**src/hw/rtl/sdas_pkg.sv**
```systemverilog
// shared constants, types and table builders for the scaled decimal add/sub/mul block
// no dependencies; used by every module under hw/rtl

package sdas_pkg;

    // field widths
    localparam int COEFF_WIDTH = 64;
    localparam int EXP_WIDTH   = 8;

    // multiplier split into half-width partial products
    localparam int HALF_WIDTH = (COEFF_WIDTH + 1) / 2;
    localparam int MAG_WIDTH  = 2 * HALF_WIDTH;
    localparam int PROD_WIDTH = 2 * MAG_WIDTH;

    // coefficient range limits as magnitudes
    localparam logic [COEFF_WIDTH-1:0] COEFF_MAX     = {1'b0, {(COEFF_WIDTH-1){1'b1}}};
    localparam logic [COEFF_WIDTH-1:0] COEFF_MIN_MAG = {1'b1, {(COEFF_WIDTH-1){1'b0}}};

    // headroom for building powers of ten at elaboration
    localparam int WIDE_WIDTH = COEFF_WIDTH + 4;

    // largest n with 10^n still inside the positive coefficient range
    function automatic int calc_max_scale();
        logic [WIDE_WIDTH-1:0] p;
        int                    n;
        p = WIDE_WIDTH'(1);
        n = 0;
        for (int i = 0; i < COEFF_WIDTH; i++) begin
            if (WIDE_WIDTH'(p * 10) <= WIDE_WIDTH'(COEFF_MAX)) begin
                p = WIDE_WIDTH'(p * 10);
                n = n + 1;
            end
        end
        return n;
    endfunction

    localparam int MAX_SCALE   = calc_max_scale();
    localparam int SCALE_WIDTH = $clog2(MAX_SCALE + 1);
    localparam int DIST_WIDTH  = (EXP_WIDTH > SCALE_WIDTH) ? EXP_WIDTH : SCALE_WIDTH;

    // constant table of powers of ten, 10^0 .. 10^MAX_SCALE
    typedef logic [MAX_SCALE:0][COEFF_WIDTH-1:0] t_pow_table;

    function automatic t_pow_table calc_pow10();
        t_pow_table                t;
        logic [COEFF_WIDTH-1:0]    p;
        p = COEFF_WIDTH'(1);
        for (int i = 0; i <= MAX_SCALE; i++) begin
            t[i] = p;
            p    = COEFF_WIDTH'(p * 10);
        end
        return t;
    endfunction

    localparam t_pow_table POW10 = calc_pow10();

    // operation codes; code 3 is unused and reports overflow
    typedef enum logic [1:0] {
        OP_ADD = 2'd0,
        OP_SUB = 2'd1,
        OP_MUL = 2'd2
    } t_opcode;

    // operand data that rides alongside the multiplier
    typedef struct packed {
        logic [1:0]             op;
        logic                   fail;
        logic                   a_scaled;
        logic [COEFF_WIDTH-1:0] other;
        logic [EXP_WIDTH-1:0]   exp;
    } t_side;

    // decoded word handed to the multiplier
    typedef struct packed {
        t_side                  side;
        logic                   neg;
        logic [COEFF_WIDTH-1:0] mag_x;
        logic [COEFF_WIDTH-1:0] mag_y;
    } t_dec;

    // signed, range-checked product
    typedef struct packed {
        t_side                  side;
        logic                   ovf;
        logic [COEFF_WIDTH-1:0] value;
    } t_scaled;

    // unsigned magnitude of a two's complement coefficient
    function automatic logic [COEFF_WIDTH-1:0] magnitude(input logic [COEFF_WIDTH-1:0] c);
        return c[COEFF_WIDTH-1] ? (~c + COEFF_WIDTH'(1)) : c;
    endfunction

endpackage

```
**src/hw/rtl/sdas_addsub.sv**
```systemverilog
// final add or subtract (or product pass-through) with range check, error zeroing and the result register
// depends on sdas_pkg

module sdas_addsub (
    input  logic                             i_clk,
    input  logic                             i_rst_n,
    input  logic                             i_valid,
    input  sdas_pkg::t_scaled                i_scaled,
    output logic                             o_strobe,
    output logic [sdas_pkg::COEFF_WIDTH-1:0] o_coef,
    output logic [sdas_pkg::EXP_WIDTH-1:0]   o_exp,
    output logic                             o_ovf
);

    localparam int W = sdas_pkg::COEFF_WIDTH;
    localparam int E = sdas_pkg::EXP_WIDTH;

    logic         r_strobe;
    logic [W-1:0] r_coef;
    logic [E-1:0] r_exp;
    logic         r_ovf;

    logic [W-1:0] n_coef;
    logic [E-1:0] n_exp;
    logic         n_ovf;

    logic [W-1:0] x;
    logic [W-1:0] y;
    logic [W:0]   sum;
    logic [W:0]   dif;
    logic [W-1:0] res;
    logic         err;

    always_ff @(posedge i_clk) begin
        if (!i_rst_n) begin
            r_strobe <= 1'b0;
        end else begin
            r_strobe <= i_valid;
        end
    end

    always_ff @(posedge i_clk) begin
        r_coef <= n_coef;
        r_exp  <= n_exp;
        r_ovf  <= n_ovf;
    end

    // operands back in a-then-b order
    always_comb begin
        x   = i_scaled.side.a_scaled ? i_scaled.value : i_scaled.side.other;
        y   = i_scaled.side.a_scaled ? i_scaled.side.other : i_scaled.value;
        sum = {x[W-1], x} + {y[W-1], y};
        dif = {x[W-1], x} - {y[W-1], y};
    end

    // pick result per operation
    always_comb begin
        res = '0;
        err = 1'b0;
        case (i_scaled.side.op) inside
            sdas_pkg::OP_ADD: begin
                res = sum[W-1:0];
                err = sum[W] != sum[W-1];
            end
            sdas_pkg::OP_SUB: begin
                res = dif[W-1:0];
                err = dif[W] != dif[W-1];
            end
            sdas_pkg::OP_MUL: begin
                res = i_scaled.value;
            end
            default: begin
                err = 1'b1;
            end
        endcase
        n_ovf  = i_scaled.side.fail || i_scaled.ovf || err;
        n_coef = n_ovf ? '0 : res;
        n_exp  = n_ovf ? '0 : i_scaled.side.exp;
    end

    assign o_strobe = r_strobe;
    assign o_coef   = r_coef;
    assign o_exp    = r_exp;
    assign o_ovf    = r_ovf;

endmodule

```
**config.mk**
```make
export PLATFORM = sky130hd
export DESIGN_NAME = sdas_addsub
export DESIGN_NICKNAME = d
export VERILOG_FILES = /design/src/hw/rtl/sdas_pkg.sv /design/src/hw/rtl/sdas_addsub.sv
export SDC_FILE = /design/constraint.sdc
export NUM_CORES = 1
export LEC_CHECK = 0
export BUFFER_PORTS_ARGS = -buffer_cell sky130_fd_sc_hd__buf_2
export CAP_MARGIN = 10
export CORE_MARGIN = 2
export CORE_UTILIZATION = 30
export DETAILED_ROUTE_END_ITERATION = 8
export HOLD_SLACK_MARGIN = 0.05
export RECOVER_POWER = 50
export SYNTH_ARGS = -nofsm -noshare
export SYNTH_HDL_FRONTEND = slang
export SYNTH_SLANG_ARGS = --single-unit
```
**constraint.sdc**
```tcl
create_clock -name i_clk -period 5.86 [get_ports i_clk]
set_input_delay 1.172 -clock i_clk [delete_from_list [all_inputs] [get_ports i_clk]]
set_output_delay 1.172 -clock i_clk [all_outputs]
set_load 0.005 [all_outputs]
```
* Word-level counts from Yosys, hierarchy flattened
Cells that the tools add are included.
** Storage, ports and cells
- Word-level logic and storage cells :: 21
- Register bits :: 74
- Output and inout port bits :: 74
- Input bits :: 144
** Cells by class
- Equality and inequality tests :: 4
- $add $sub $neg :: 2
- Reductions and logical operators :: 3
- Mux-type cells :: 8
** Operator list (number)
- $mux 64 :: 5
- $add 64x64->65 :: 1
- $sub 64x64->65 :: 1
- $mux 1 :: 3
- $eq 2x1->1 const B :: 1
- $eq 2x2->1 const B :: 1
- $logic_not 2->1 :: 1
- $logic_or 1x1->1 :: 2
- $ne 1x1->1 :: 2

* Depth between registers and ports, before layout
- Word-level depth :: 6
- Gate-level depth with buffers :: 21
- Gate-level depth less buffers :: 17

* Worst setup path before layout
No wires, ideal clock.
- Path kind :: input to register
- From :: input port i_scaled[137] in the netlist's numbering
- To :: register r_coef[60], in the netlist o_coef[60]
- Arrival :: 5316 ps
- Slack :: 423 ps
- Library setup time :: 121 ps
- Stages on the path :: 19
- Required time :: 5739 ps
- Path buffers :: 4
- Cells stage by stage :: clkbuf_1 > clkbuf_1 > clkbuf_1 > mux2i_1 > inv_1 > ha_1 > nor2b_1 > o21a_1 > or4b_1 > nand4b_1 > a31oi_1 > o21ai_1 > o221ai_1 > a21o_1 > a211oi_1 > nor4b_2 > a31oi_4 > buf_4 > a21oi_1
** Between the ends
- Longest elaborated chain between the ends :: 6
- Elaborated cells on any way between the ends :: 11
- Classes of those cells :: add/sub (2); eq/ne (2); mux (6); reduce/logical (1)
** RTL lines
- start: declaration :: line sdas_addsub.sv:8 : input sdas_pkg::t_scaled i_scaled,
- $mux 64 (on tied branches) :: line sdas_addsub.sv:50, sdas_addsub.sv:51
- $sub 64x64->65 :: line sdas_addsub.sv:53 : dif = {x[W-1], x} - {y[W-1], y};
- $ne 1x1->1 :: line sdas_addsub.sv:67 : err = dif[W] != dif[W-1];
- $mux 1 (2 in a row) :: line sdas_addsub.sv:60 : case (i_scaled.side.op) inside
- $logic_or 1x1->1 :: line sdas_addsub.sv:76 : n_ovf = i_scaled.side.fail || i_scaled.ovf || err;
- end signal: assignment :: line sdas_addsub.sv:43 : r_coef <= n_coef;
- end: declaration :: line sdas_addsub.sv:19 : logic [W-1:0] r_coef;
Several ways; a longest one is shown, not always the timed one.
A chain may end at the register's enable or synchronous reset.

* Final worst setup path
- From :: input port i_scaled[137] in the netlist's numbering
- To :: register r_coef[57], in the netlist o_coef[57]
Same word-level chain as after synthesis.

==> key figures <==
Status
  • Status: completed

Critical path
  • Critical path required time: a little over 6000 ps
  • Critical path destination: o_coef[57]
  • Worst Setup Start Kind: primary input
  • Max FO, Critical Path: 34
  • Setup crit start: i_scaled[137]
  • Critical path arrival: 5770 ps
  • Worst path cell trace: buf_6 > buf_12 > mux2_2 > ha_1 > nor2b_1 > o21a_1 > o211ai_1 > a2111oi_0 > a211oi_1 > o221ai_1 > a31oi_2 > o41ai_1 > a21oi_1 > o31ai_1 > mux2i_1 > a31oi_1
  • CP max-delay cell: a2111oi_0
  • Largest stage delay on the critical path: 650 ps
  • Critical path class: in2reg
  • CP Capture Type: flop

Routing
  • First-pass detailed-route iteration total: 7
  • Vias per std cell: 5.62
  • Wire per inst: 19.5 um
  • Final routed DRC violation total: 0
  • Initial drt markers: 1240
  • Routed Antenna Nets: 0
  • Vias: 13500
  • Final WL: 46900 um

GRT
  • Initial antenna violation count: 4
  • First-pass GRT wire length: 72700 um
  • Tot GR Track Use: 22.1%
  • GR Overflow Total: 0
  • Number of global-route vias before repair: ~13000
  • Largest net degree at the start of global routing: 88

Power and ir drop
  • Leak Pwr: approximately 0.0063 uW
  • VDD IR max: between 100 and 150 uV
  • Power per cell area: 211 nW/um^2

Logic synthesis
  • Top-count cell post-synth: a21oi_1
  • Synth Area per Inst: 7.09 um^2
  • Synth cell types: 79
  • Top cell type's share of synthesized area: roughly an eighth
  • Async SR Flop Fraction: 0%
  • Syn Nets: 1966
  • Synth warn: 0
  • Synth area leaders: ha_1, dfxtp_1, a21oi_1
  • Synth Instances: 1693
  • Leading area contributor after synthesis: ha_1
  • Post-synth EDFFs: 0
  • Syn Std Cell Area: 12000 um^2
  • Seq cells post-synth: 74
  • Top FF cell, synth: dfxtp_1
  • Post-synth top cells: a21oi_1, nor2_1, inv_1
  • Sequential area share after synthesis: about 12%

Flow run
  • Max Cap Violations: 0

Clock tree
  • Num CTS Buffers: 9
  • Clock slew at reported path FFs: 60 ps
  • Root Driver: clkbuf_16
  • Post-CTS setup buffers: 0
  • Clock Path Buffers: 2
  • Post-cts sizing count: 0
  • CTS tree: done
  • H-tree levels: 3
  • Number of buffers inserted by hold repair at cts: 0
  • # clock sinks: 74

Floorplanning
  • Full die area: 41700 um^2
  • Num rows: 73
  • Top-level I/O count: about 220
  • Core footprint: 39600 um^2
  • Die Ht: 204 um
  • Chip width: roughly 200 um
  • Starting Density: 30.3%

Timing
  • Hold_ws: 1000 ps
  • Fmax: 0.182 GHz
  • Least-Margin Pin Slew: approximately 1100 ps
  • Final hold viol count: 0
  • # setup viols final: 0
  • RSZ-0062 raised after global routing: no
  • Tcrit/Tclk final: ~94%
  • Rel. slew slack: 28.8%
  • Setup TNS Final: 0 ps
  • Post-layout min period: ~5500 ps
  • Fin. max-slew vios: 0

Cells and area
  • Area Growth Syn to Fin: 17.5%
  • Core Util, Final: 35.6%
  • Layout cells sized above 1: 18.8%
  • Final nets: 2145
  • Layout Cells excl Fill: around 2400
  • Final Instance Area: 14100 um^2
  • Filler cells: 4363

Worst hold path
  • Worst Hold Class: in2reg

Place
  • Port Buffers: between 200 and 250
  • Post-DP HPWL: 37400 um
  • Placed cell count: between 2000 and 2500
  • Post-Place Cell Area: around 14000 um^2
  • Gpl congestion: 0.972
-- worst min path at each step --
| stage | start | cells past startpoint | slack [ps] | to |
|---|---|---|---|---|
| final | i_valid | 2 | 1000 | o_strobe |
| after global placement | i_valid | 2 | 1370 | o_strobe |
| after CTS | i_valid | 2 | 980 | o_strobe |
| after detailed placement | i_valid | 2 | 1380 | o_strobe |
| after floorplan | i_scaled[65] | 2 | 1280 | o_exp[0] |
| after global routing | i_scaled[68] | 3 | 990 | o_exp[3] |
-- layer usage --
metal / global-route usage, % / wire, um
met5: 0 / 0
met4: 9.65 / 1600
met3: 3.38 / 3220
met2: 34.9 / 20800
met1: 29.8 / 21200
-- final cells by class --
| cell class | instances | area [um^2] | area share, % |
|---|---|---|---|
| Clock inverter | 5 | 103 | 0.727 |
| Multi-Input combinational cell | 1365 | 9550 | 67.6 |
| Tap cell | 525 | 657 | 4.65 |
| Antenna cell | 3 | 7.51 | 0.0532 |
| Clock buffer | 10 | 239 | 1.69 |
| Sequential cell | 74 | 1480 | 10.5 |
| Inverter | 152 | 571 | 4.04 |
| Timing Repair Buffer | 270 | 1510 | 10.7 |
-- cells in the final DEF (no fill, tap or decap), drive strengths merged, types with 6 or more instances in the layout --
cell type,n
nand2,98
o21bai,34
o21a,10
or3,7
a211oi,23
a21oi,192
inv,151
nor3,41
and3,9
xnor2,52
o31ai,21
a22oi,29
nand3,36
o211ai,17
ha,127
a21boi,10
clkbuf,42
a41oi,6
a2111oi,6
nor2b,26
buf,238
nand4,24
a21o,24
mux2i,79
mux2,63
o311ai,6
a311o,6
o21ai,93
dfxtp,74
or2,8
a31oi,34
nor2,175
nand2b,9
nor4,29
-- worst max-delay path, delay by kind of cell --
family | cells | cell delay [ps]
compound gates | 10 | 2630
fa+ha+maj | 1 | 480
simple gates | 1 | 240
buf+inv | 2 | 580
mux | 2 | 610
-- registers in the layout (all words and copies together), names as in the netlist --
register / cells
o_strobe: 1
o_ovf: 1
o_exp: 8
o_coef: 64
-- cells by family (layout without fill, tap and decap cells) --
logic type,Yosys count,count (layout),synth area share (%)
flip-flops,74,74,12.3
AO/OA/AOI/OAI,560,560,30.3
XOR/XNOR,56,56,4.08
AND/OR/NAND/NOR,478,478,19.0
other,0,3,0
multiplexers,142,142,12.5
adder cells (fa/ha/maj),129,129,13.6
buffers and inverters,254,437,8.24
-- report_power, final --
part           leakage, uW  total, uW  switching [uW]  internal [uW]
Combinational      0.00555       1750            1090            662
Clock             0.000165        689             265            424
Sequential        0.000601        541            9.62            531
-- metrics by stage --
stage / total power (uW) / setup WS (ps)
3_5_place_dp: 2270 / 23.3
5_1_grt: 3180 / 39.9
4_1_cts: 2980 / 399
2_1_floorplan: 1730 / 423
6_report: 2980 / 353
3_3_place_gp: 2260 / 15.8
No activity file was read; power rests on OpenSTA's default activity.
