## config.mk

```make
export PLATFORM = sky130hd
export DESIGN_NAME = sdas_decode
export DESIGN_NICKNAME = d
export VERILOG_FILES = /design/src/hw/rtl/sdas_pkg.sv /design/src/hw/rtl/sdas_decode.sv
export SDC_FILE = /design/constraint.sdc
export NUM_CORES = 1
export LEC_CHECK = 0
export BUFFER_PORTS_ARGS = -buffer_cell sky130_fd_sc_hd__buf_2
export CORE_ASPECT_RATIO = 1.2
export CORE_MARGIN = 1.5
export CORE_UTILIZATION = 49
export CTS_BUF_LIST = sky130_fd_sc_hd__clkbuf_4
export DETAILED_ROUTE_END_ITERATION = 7
export PLACE_DENSITY = 0.78
export SYNTH_ARGS = -nofsm -noshare
export SYNTH_HDL_FRONTEND = slang
export SYNTH_SLANG_ARGS = --single-unit
```

## constraint.sdc

```tcl
create_clock -name i_clk -period 4.5 [get_ports i_clk]
set_clock_uncertainty 0.2 [all_clocks]
set_input_delay 0.225 -clock i_clk [delete_from_list [all_inputs] [get_ports i_clk]]
set_output_delay 0.225 -clock i_clk [all_outputs]
set_load 0.02 [all_outputs]
```

## src/hw/rtl/sdas_pkg.sv

```systemverilog
// shared constants, types and table builders for the scaled decimal add/sub/mul block
// no dependencies; used by every module under hw/rtl

package sdas_pkg;

    // field widths
    localparam int COEFF_WIDTH = 64;
    localparam int EXP_WIDTH   = 8;

    // multiplier split into half-width partial products
    localparam int HALF_WIDTH = (COEFF_WIDTH + 1) / 2;
    localparam int MAG_WIDTH  = 2 * HALF_WIDTH;
    localparam int PROD_WIDTH = 2 * MAG_WIDTH;

    // coefficient range limits as magnitudes
    localparam logic [COEFF_WIDTH-1:0] COEFF_MAX     = {1'b0, {(COEFF_WIDTH-1){1'b1}}};
    localparam logic [COEFF_WIDTH-1:0] COEFF_MIN_MAG = {1'b1, {(COEFF_WIDTH-1){1'b0}}};

    // headroom for building powers of ten at elaboration
    localparam int WIDE_WIDTH = COEFF_WIDTH + 4;

    // largest n with 10^n still inside the positive coefficient range
    function automatic int calc_max_scale();
        logic [WIDE_WIDTH-1:0] p;
        int                    n;
        p = WIDE_WIDTH'(1);
        n = 0;
        for (int i = 0; i < COEFF_WIDTH; i++) begin
            if (WIDE_WIDTH'(p * 10) <= WIDE_WIDTH'(COEFF_MAX)) begin
                p = WIDE_WIDTH'(p * 10);
                n = n + 1;
            end
        end
        return n;
    endfunction

    localparam int MAX_SCALE   = calc_max_scale();
    localparam int SCALE_WIDTH = $clog2(MAX_SCALE + 1);
    localparam int DIST_WIDTH  = (EXP_WIDTH > SCALE_WIDTH) ? EXP_WIDTH : SCALE_WIDTH;

    // constant table of powers of ten, 10^0 .. 10^MAX_SCALE
    typedef logic [MAX_SCALE:0][COEFF_WIDTH-1:0] t_pow_table;

    function automatic t_pow_table calc_pow10();
        t_pow_table                t;
        logic [COEFF_WIDTH-1:0]    p;
        p = COEFF_WIDTH'(1);
        for (int i = 0; i <= MAX_SCALE; i++) begin
            t[i] = p;
            p    = COEFF_WIDTH'(p * 10);
        end
        return t;
    endfunction

    localparam t_pow_table POW10 = calc_pow10();

    // operation codes; code 3 is unused and reports overflow
    typedef enum logic [1:0] {
        OP_ADD = 2'd0,
        OP_SUB = 2'd1,
        OP_MUL = 2'd2
    } t_opcode;

    // operand data that rides alongside the multiplier
    typedef struct packed {
        logic [1:0]             op;
        logic                   fail;
        logic                   a_scaled;
        logic [COEFF_WIDTH-1:0] other;
        logic [EXP_WIDTH-1:0]   exp;
    } t_side;

    // decoded word handed to the multiplier
    typedef struct packed {
        t_side                  side;
        logic                   neg;
        logic [COEFF_WIDTH-1:0] mag_x;
        logic [COEFF_WIDTH-1:0] mag_y;
    } t_dec;

    // signed, range-checked product
    typedef struct packed {
        t_side                  side;
        logic                   ovf;
        logic [COEFF_WIDTH-1:0] value;
    } t_scaled;

    // unsigned magnitude of a two's complement coefficient
    function automatic logic [COEFF_WIDTH-1:0] magnitude(input logic [COEFF_WIDTH-1:0] c);
        return c[COEFF_WIDTH-1] ? (~c + COEFF_WIDTH'(1)) : c;
    endfunction

endpackage

```

## src/hw/rtl/sdas_decode.sv

```systemverilog
// input register and operand decode: picks the operand to scale and the multiplier inputs
// depends on sdas_pkg

module sdas_decode (
    input  logic                              i_clk,
    input  logic                              i_rst_n,
    input  logic                              i_valid,
    input  logic [1:0]                        i_op,
    input  logic [sdas_pkg::COEFF_WIDTH-1:0]  i_a_coef,
    input  logic [sdas_pkg::EXP_WIDTH-1:0]    i_a_exp,
    input  logic [sdas_pkg::COEFF_WIDTH-1:0]  i_b_coef,
    input  logic [sdas_pkg::EXP_WIDTH-1:0]    i_b_exp,
    output logic                              o_valid,
    output sdas_pkg::t_dec                    o_dec
);

    localparam int W  = sdas_pkg::COEFF_WIDTH;
    localparam int E  = sdas_pkg::EXP_WIDTH;
    localparam int SW = sdas_pkg::SCALE_WIDTH;
    localparam int DW = sdas_pkg::DIST_WIDTH;

    logic         r_in_valid;
    logic [1:0]   r_op;
    logic [W-1:0] r_a_coef;
    logic [E-1:0] r_a_exp;
    logic [W-1:0] r_b_coef;
    logic [E-1:0] r_b_exp;

    logic           r_dec_valid;
    sdas_pkg::t_dec r_dec;
    sdas_pkg::t_dec n_dec;

    logic [E:0]    diff;
    logic [E:0]    diff_abs;
    logic          a_gt;
    logic [DW-1:0] dist_ext;
    logic          too_far;
    logic [SW-1:0] scale_idx;
    logic [W-1:0]  mag_a;
    logic [W-1:0]  mag_b;
    logic [W-1:0]  scl_coef;
    logic [E:0]    exp_sum;

    // input register control
    always_ff @(posedge i_clk) begin
        if (!i_rst_n) begin
            r_in_valid  <= 1'b0;
            r_dec_valid <= 1'b0;
        end else begin
            r_in_valid  <= i_valid;
            r_dec_valid <= r_in_valid;
        end
    end

    // input and decode payload
    always_ff @(posedge i_clk) begin
        r_op     <= i_op;
        r_a_coef <= i_a_coef;
        r_a_exp  <= i_a_exp;
        r_b_coef <= i_b_coef;
        r_b_exp  <= i_b_exp;
        r_dec    <= n_dec;
    end

    // exponent distance and which side gets scaled
    always_comb begin
        diff      = {r_a_exp[E-1], r_a_exp} - {r_b_exp[E-1], r_b_exp};
        a_gt      = $signed(r_a_exp) > $signed(r_b_exp);
        diff_abs  = a_gt ? diff : -diff;
        dist_ext  = DW'(diff_abs[E-1:0]);
        too_far   = dist_ext > DW'(sdas_pkg::MAX_SCALE);
        scale_idx = too_far ? SW'(sdas_pkg::MAX_SCALE) : dist_ext[SW-1:0];
        mag_a     = sdas_pkg::magnitude(r_a_coef);
        mag_b     = sdas_pkg::magnitude(r_b_coef);
        scl_coef  = a_gt ? r_a_coef : r_b_coef;
        exp_sum   = {r_a_exp[E-1], r_a_exp} + {r_b_exp[E-1], r_b_exp};
    end

    // multiplier operands per operation
    always_comb begin
        n_dec               = '0;
        n_dec.side.op       = r_op;
        n_dec.side.a_scaled = a_gt;
        n_dec.side.other    = a_gt ? r_b_coef : r_a_coef;
        unique case (r_op) inside
            sdas_pkg::OP_ADD, sdas_pkg::OP_SUB: begin
                // larger-exponent side times 10^distance
                n_dec.mag_x     = a_gt ? mag_a : mag_b;
                n_dec.mag_y     = sdas_pkg::POW10[scale_idx];
                n_dec.neg       = scl_coef[W-1];
                n_dec.side.fail = too_far && (scl_coef != '0);
                n_dec.side.exp  = a_gt ? r_b_exp : r_a_exp;
            end
            sdas_pkg::OP_MUL: begin
                n_dec.mag_x     = mag_a;
                n_dec.mag_y     = mag_b;
                n_dec.neg       = r_a_coef[W-1] ^ r_b_coef[W-1];
                n_dec.side.fail = exp_sum[E] != exp_sum[E-1];
                n_dec.side.exp  = exp_sum[E-1:0];
            end
            default: begin
                n_dec.side.fail = 1'b1;
            end
        endcase
    end

    assign o_valid = r_dec_valid;
    assign o_dec   = r_dec;

endmodule

```

== Word-level counts from Yosys, hierarchy flattened ==
Memories as Yosys holds them, arrays and structs flattened.
Index checks and enable logic that the tools add are counted.
Word-level totals
  register bits: 353
  memory bits (read-only): 2048
  memories kept: 1
  input bits: 149
  word-level logic and storage cells: 45
Memory list
  (name not given): depth 32, bits a word 64, rd ports 1, clocked after memory_dff 0, wr ports 0, RTL line sdas_decode.sv:89  | n_dec.mag_y = sdas_pkg::POW10[scale_idx];
Operators by class
  multiplexer cells: 11
  equal/unequal tests: 3
  order comparisons: 3
  add/sub/neg operators: 5
  bitwise logic cells: 3
  reductions and logical operators: 4
Operators by type and width (number)
  64-bit 2-to-1 mux: 6
  137-bit one-hot mux with 2 select lines: 1
  64-bit by 1-bit adder with 64-bit output (second input constant): 2
  64-bit inverter: 2
  64-bit nonzero test: 1
  8-bit 2-to-1 mux: 2
  8-bit by 8-bit adder with 9-bit output: 1
  8-bit by 5-bit greater-than comparator with 1-bit output (second input constant): 1
  8-bit greater-than comparator: 1
  8-bit negator: 1
  8-bit subtractor: 1
  5-bit by 6-bit < comparator with 1-bit output (second input constant): 1
  5-bit 2-to-1 mux: 1
  2-bit by 1-bit equality test with 1-bit output (second input constant): 1
  2-bit equality test (second input constant): 1
  2-bit logical NOT: 1
  1-bit one-hot mux with 2 select lines: 1
  2-bit OR reduction: 1
  1-bit logical AND: 1
  1-bit inequality test: 1
  1-bit bitwise XOR: 1

== Depth between registers and ports, before layout ==
  depth in word-level cells: 8
  gate-level depth with buffers: 19
  depth with buffers taken out: 19

== Worst setup path after synthesis ==
No wires, ideal clock.
  path type: flip-flop to flip-flop
  from: register r_a_exp[0]
  to: register r_dec, in the netlist o_dec[17]
  clock period less this slack: 4.579 ns
  buffers on the path: 0
  stages on the path, launching flop included: 18
  library setup time: 0.074 ns
  arrival time: 4.305 ns
  slack: -0.079 ns
  path through: dfxtp_1 > inv_1 > ha_1 > inv_1 > fa_1 > a211oi_1 > nor3_1 > o41ai_2 > inv_1 > a21oi_1 > xnor2_1 > o221ai_1 > inv_1 > ha_1 > inv_1 > a21o_1 > a311o_1 > o21ai_0
RTL lines
  start, declared: RTL line sdas_decode.sv:25  | logic [E-1:0] r_a_exp;
  start signal, assigned: RTL line sdas_decode.sv:59  | r_a_exp <= i_a_exp;
  end signal, assigned: RTL line sdas_decode.sv:62  | r_dec <= n_dec;
  end, declared: RTL line sdas_decode.sv:30  | sdas_pkg::t_dec r_dec;

==> results.sh <==
export IMPL_die_x_um=154
export IMPL_totalPowerFinal_mw=8.19
export IMPL_drc=0
export IMPL_cts_root_buf="clkbuf_4"
export IMPL_rrSetupSlack_ns=0.07
export IMPL_synth_main_ff_cell="dfxtp_1"
export IMPL_arrival_ns=4.85
export IMPL_synth_top_family_by_area="compound AO/OA/AOI/OAI gates"
export IMPL_status="complete, no violations"
export IMPL_initial_core_util=0.497
export IMPL_ir_drop_mv=0.274
export IMPL_period_minus_slack_ns=4.43
export IMPL_synth_area_mux_share=0.0596
export IMPL_crit_fanout=7
export IMPL_track_usage=0.375
export IMPL_core_area_um2=27000
export IMPL_power_per_cell_area_nw_per_um2=414
export IMPL_layout_nets=2168
export IMPL_grt_antenna_before_repair=4
export IMPL_drive_above_1_share=0.312
export IMPL_yosys_area_share_simple=0.101
export IMPL_fin_hold_ws_ns=0.258
export IMPL_grt_pass1_vias=14263
export IMPL_synth_area_leader_cell="dfxtp_1"
export IMPL_synthAdderAreaFrac=0.0300
export IMPL_rsz0062_at_grt="false"
export IMPL_initialDrtViolationCount=1315
export IMPL_holdPathStages=1
export IMPL_synthCells=1266
export IMPL_ys_seq_elements=353
export IMPL_max_cap_viol_count=0
export IMPL_cp_slowest_stage_delay_ns=0.54
export IMPL_yosysUniqueCellTypes=73
export IMPL_holdPathEnd="o_valid$_SDFF_PN0_"
export IMPL_fp_row_count=66
export IMPL_slew_headroom=0.457
export IMPL_worstHoldStart="r_in_valid$_SDFF_PN0_"
export IMPL_synth_top_cells_by_count="dfxtp_1 (353), xor2_1 (120), o22ai_1 (90), o21ai_0 (65), mux2_2 (63)"
export IMPL_drtAntennaViolNets=0
export IMPL_h_tree_depth=3
export IMPL_dpl_hpwl_mm=32.2
export IMPL_cts_tree="done"
export IMPL_clkTransAtPathRegs_ns=0.08
export IMPL_r2r_cells=11
export IMPL_num_vias=13775
export IMPL_via_per_inst=5.77
export IMPL_setup_viol=0
export IMPL_reg2reg_from="r_b_coef[0]$_DFF_P_"
export IMPL_syn_to_final_growth_pct=47.6
export IMPL_die_height_um=184
export IMPL_setup_worst_path_start="r_b_coef[0]$_DFF_P_"
export IMPL_cts_buffer_depth=3
export IMPL_async_reset_ff_frac=0
export IMPL_hp_class="register to register"
export IMPL_synth_top_area_frac=0.527
export IMPL_post_drt_wl_per_cell_um=22.8
export IMPL_overflow=0
export IMPL_dr_pass1_iters=6
export IMPL_wl_mm=54.4
export IMPL_netlist_area_um2=13400
export IMPL_crit_top_cell="or4_4"
export IMPL_synth_most_common_cell="dfxtp_1"
export IMPL_endpoint_kind="register"
export IMPL_die_area_um2=28400
export IMPL_worstPathCellList="inv_1, ha_1, or4b_1, or3_1, or4_4, or4_4, or3_4, or2_4, o21ai_0, xor2_1, o22ai_1"
export IMPL_place_congestion=0.922
export IMPL_synthXorXnorAreaFrac=0.0894
export IMPL_cp_start_kind="register"
export IMPL_post_route_period_util=0.986
export IMPL_grt_max_degree=68
export IMPL_synth_edf_count=0
export IMPL_insertion_delay_ns=0.78
export IMPL_synth_net_count=1446
export IMPL_path_class="register to register"
export IMPL_hold_viol_final=0
export IMPL_ys_warn_count=0
export IMPL_slowest_stage="or4_4"
export IMPL_io_pins=355
export IMPL_fmax_ghz=0.225
export IMPL_cts_inserted_buffers=86
export IMPL_final_core_util=0.733
export IMPL_io_buffers=354
export IMPL_synth_compound_area_share=0.166
export IMPL_yosysSeqAreaShare=0.527
export IMPL_r2r_end="o_dec[118]$_DFF_P_"
export IMPL_synthTopCellsByArea="dfxtp_1 (53%), xor2_1 (7.8%), mux2_2 (5.3%)"
export IMPL_crit_required_ns=4.91
export IMPL_clock_sinks=353
export IMPL_p_leak_nw=8.79
export IMPL_slew_viol_final=0
export IMPL_worst_slew_pin_slew_ns=0.815
export IMPL_grt_pass1_wl_mm=80.6
export IMPL_avgSynthCellArea_um2=10.6
==> critical path: cells and delay by family (launching register included) <==
kind | cells | cell delay, ns
simple gates | 6 | 2.65
compound gates | 2 | 0.41
flops | 1 | 0.37
xor+xnor | 1 | 0.36
fa+ha+maj | 1 | 0.19
buf+inv | 1 | 0.10
==> timing repair <==
item                                    in CTS  in global routing
hold endpoints to repair                   148                  0
gates resized for setup                      2                  5
setup buffers                                0                  2
pin swaps                                    0                  1
endpoints found under the setup margin       1                 32
hold buffers                               297                  0
==> cell families after synthesis <==
group / count (synthesis)
XOR/XNOR: 137
AO/OA/AOI/OAI: 328
flip-flops: 353
buffers and inverters: 94
adder cells (fa/ha/maj): 31
AND/OR/NAND/NOR: 251
multiplexers: 72
==> layout by cell type, fill, tap and decap left out, drive strengths merged, types with 8 or more instances in the layout <==
cell type | netlist | layout
or2 | 15 | 15
o32ai | 8 | 8
clkinv | 1 | 13
dfxtp | 353 | 353
xnor2 | 17 | 17
mux2i | 9 | 9
or4 | 25 | 25
o21ai | 66 | 66
ha | 29 | 29
o31ai | 39 | 39
nor2b | 10 | 10
o41ai | 23 | 23
a21oi | 30 | 30
nand3 | 10 | 10
nand2 | 61 | 61
xor2 | 120 | 120
clkbuf | 56 | 125
or3 | 22 | 22
dlygate4sd3 | 0 | 297
nor3 | 12 | 12
mux2 | 63 | 63
buf | 9 | 402
nand2b | 14 | 14
inv | 28 | 33
nor2 | 53 | 53
o22ai | 90 | 90
==> sequential cells by signal, summed over array words and instances, names as in the netlist <==
register	flops
r_b_coef	64
o_valid	1
r_a_coef	64
r_a_exp	8
r_in_valid	1
o_dec	205
r_b_exp	8
r_op	2
==> per-stage QoR <==
stage | setup TNS [ns] | cell area, um2 | cells | setup WS [ns]
2_1_floorplan | 0 | 13400 | 1266 | 0.0636
3_3_place_gp | 0 | 15700 | 1941 | 0.142
3_5_place_dp | -0.0291 | 15700 | 1941 | -0.0291
4_1_cts | 0 | 19800 | 2381 | 0.0195
5_1_grt | 0 | 19800 | 2385 | 0.000456
6_report | 0 | 19800 | 2386 | 0.0650
==> worst max path at each step <==
stage	to	slack, ns	depth (start not counted)
finish	o_dec[118]$_DFF_P_	0.07	11
global route	o_dec[42]$_DFF_P_	0.0005	21
CTS	o_dec[42]$_DFF_P_	0.02	21
detailed placement	o_dec[29]$_DFF_P_	-0.03	16
floorplan	o_dec[17]$_DFF_P_	0.06	17
global placement	o_dec[17]$_DFF_P_	0.14	19
==> area by class of cell <==
type | count | area (um2)
antenna | 3 | 7.51
clock buffer | 125 | 938
clock inverter | 18 | 98.8
fill | 1729 | 7200
inverter | 29 | 109
multi-input combinational | 819 | 6030
sequential | 353 | 7070
tap | 340 | 425
timing repair buffer | 699 | 5120
==> power breakdown <==
part	total, mW	internal, mW	switching (mW)
registers	3.65	3.43	0.217
clock network	2.69	1.32	1.36
logic	1.85	0.765	1.08
total	8.19	5.52	2.67
==> metal layers <==
metal  up-vias  share of wire  routed length, um  track usage
li1       6077              -                  -            -
met3       293          0.083               4540       0.0964
met4         4          0.078               4260        0.282
met5         -        0.00048                 26            0
met1      6485           0.35              18800        0.383
met2       916           0.49              26800        0.662
(Power assumes the default switching activity.)
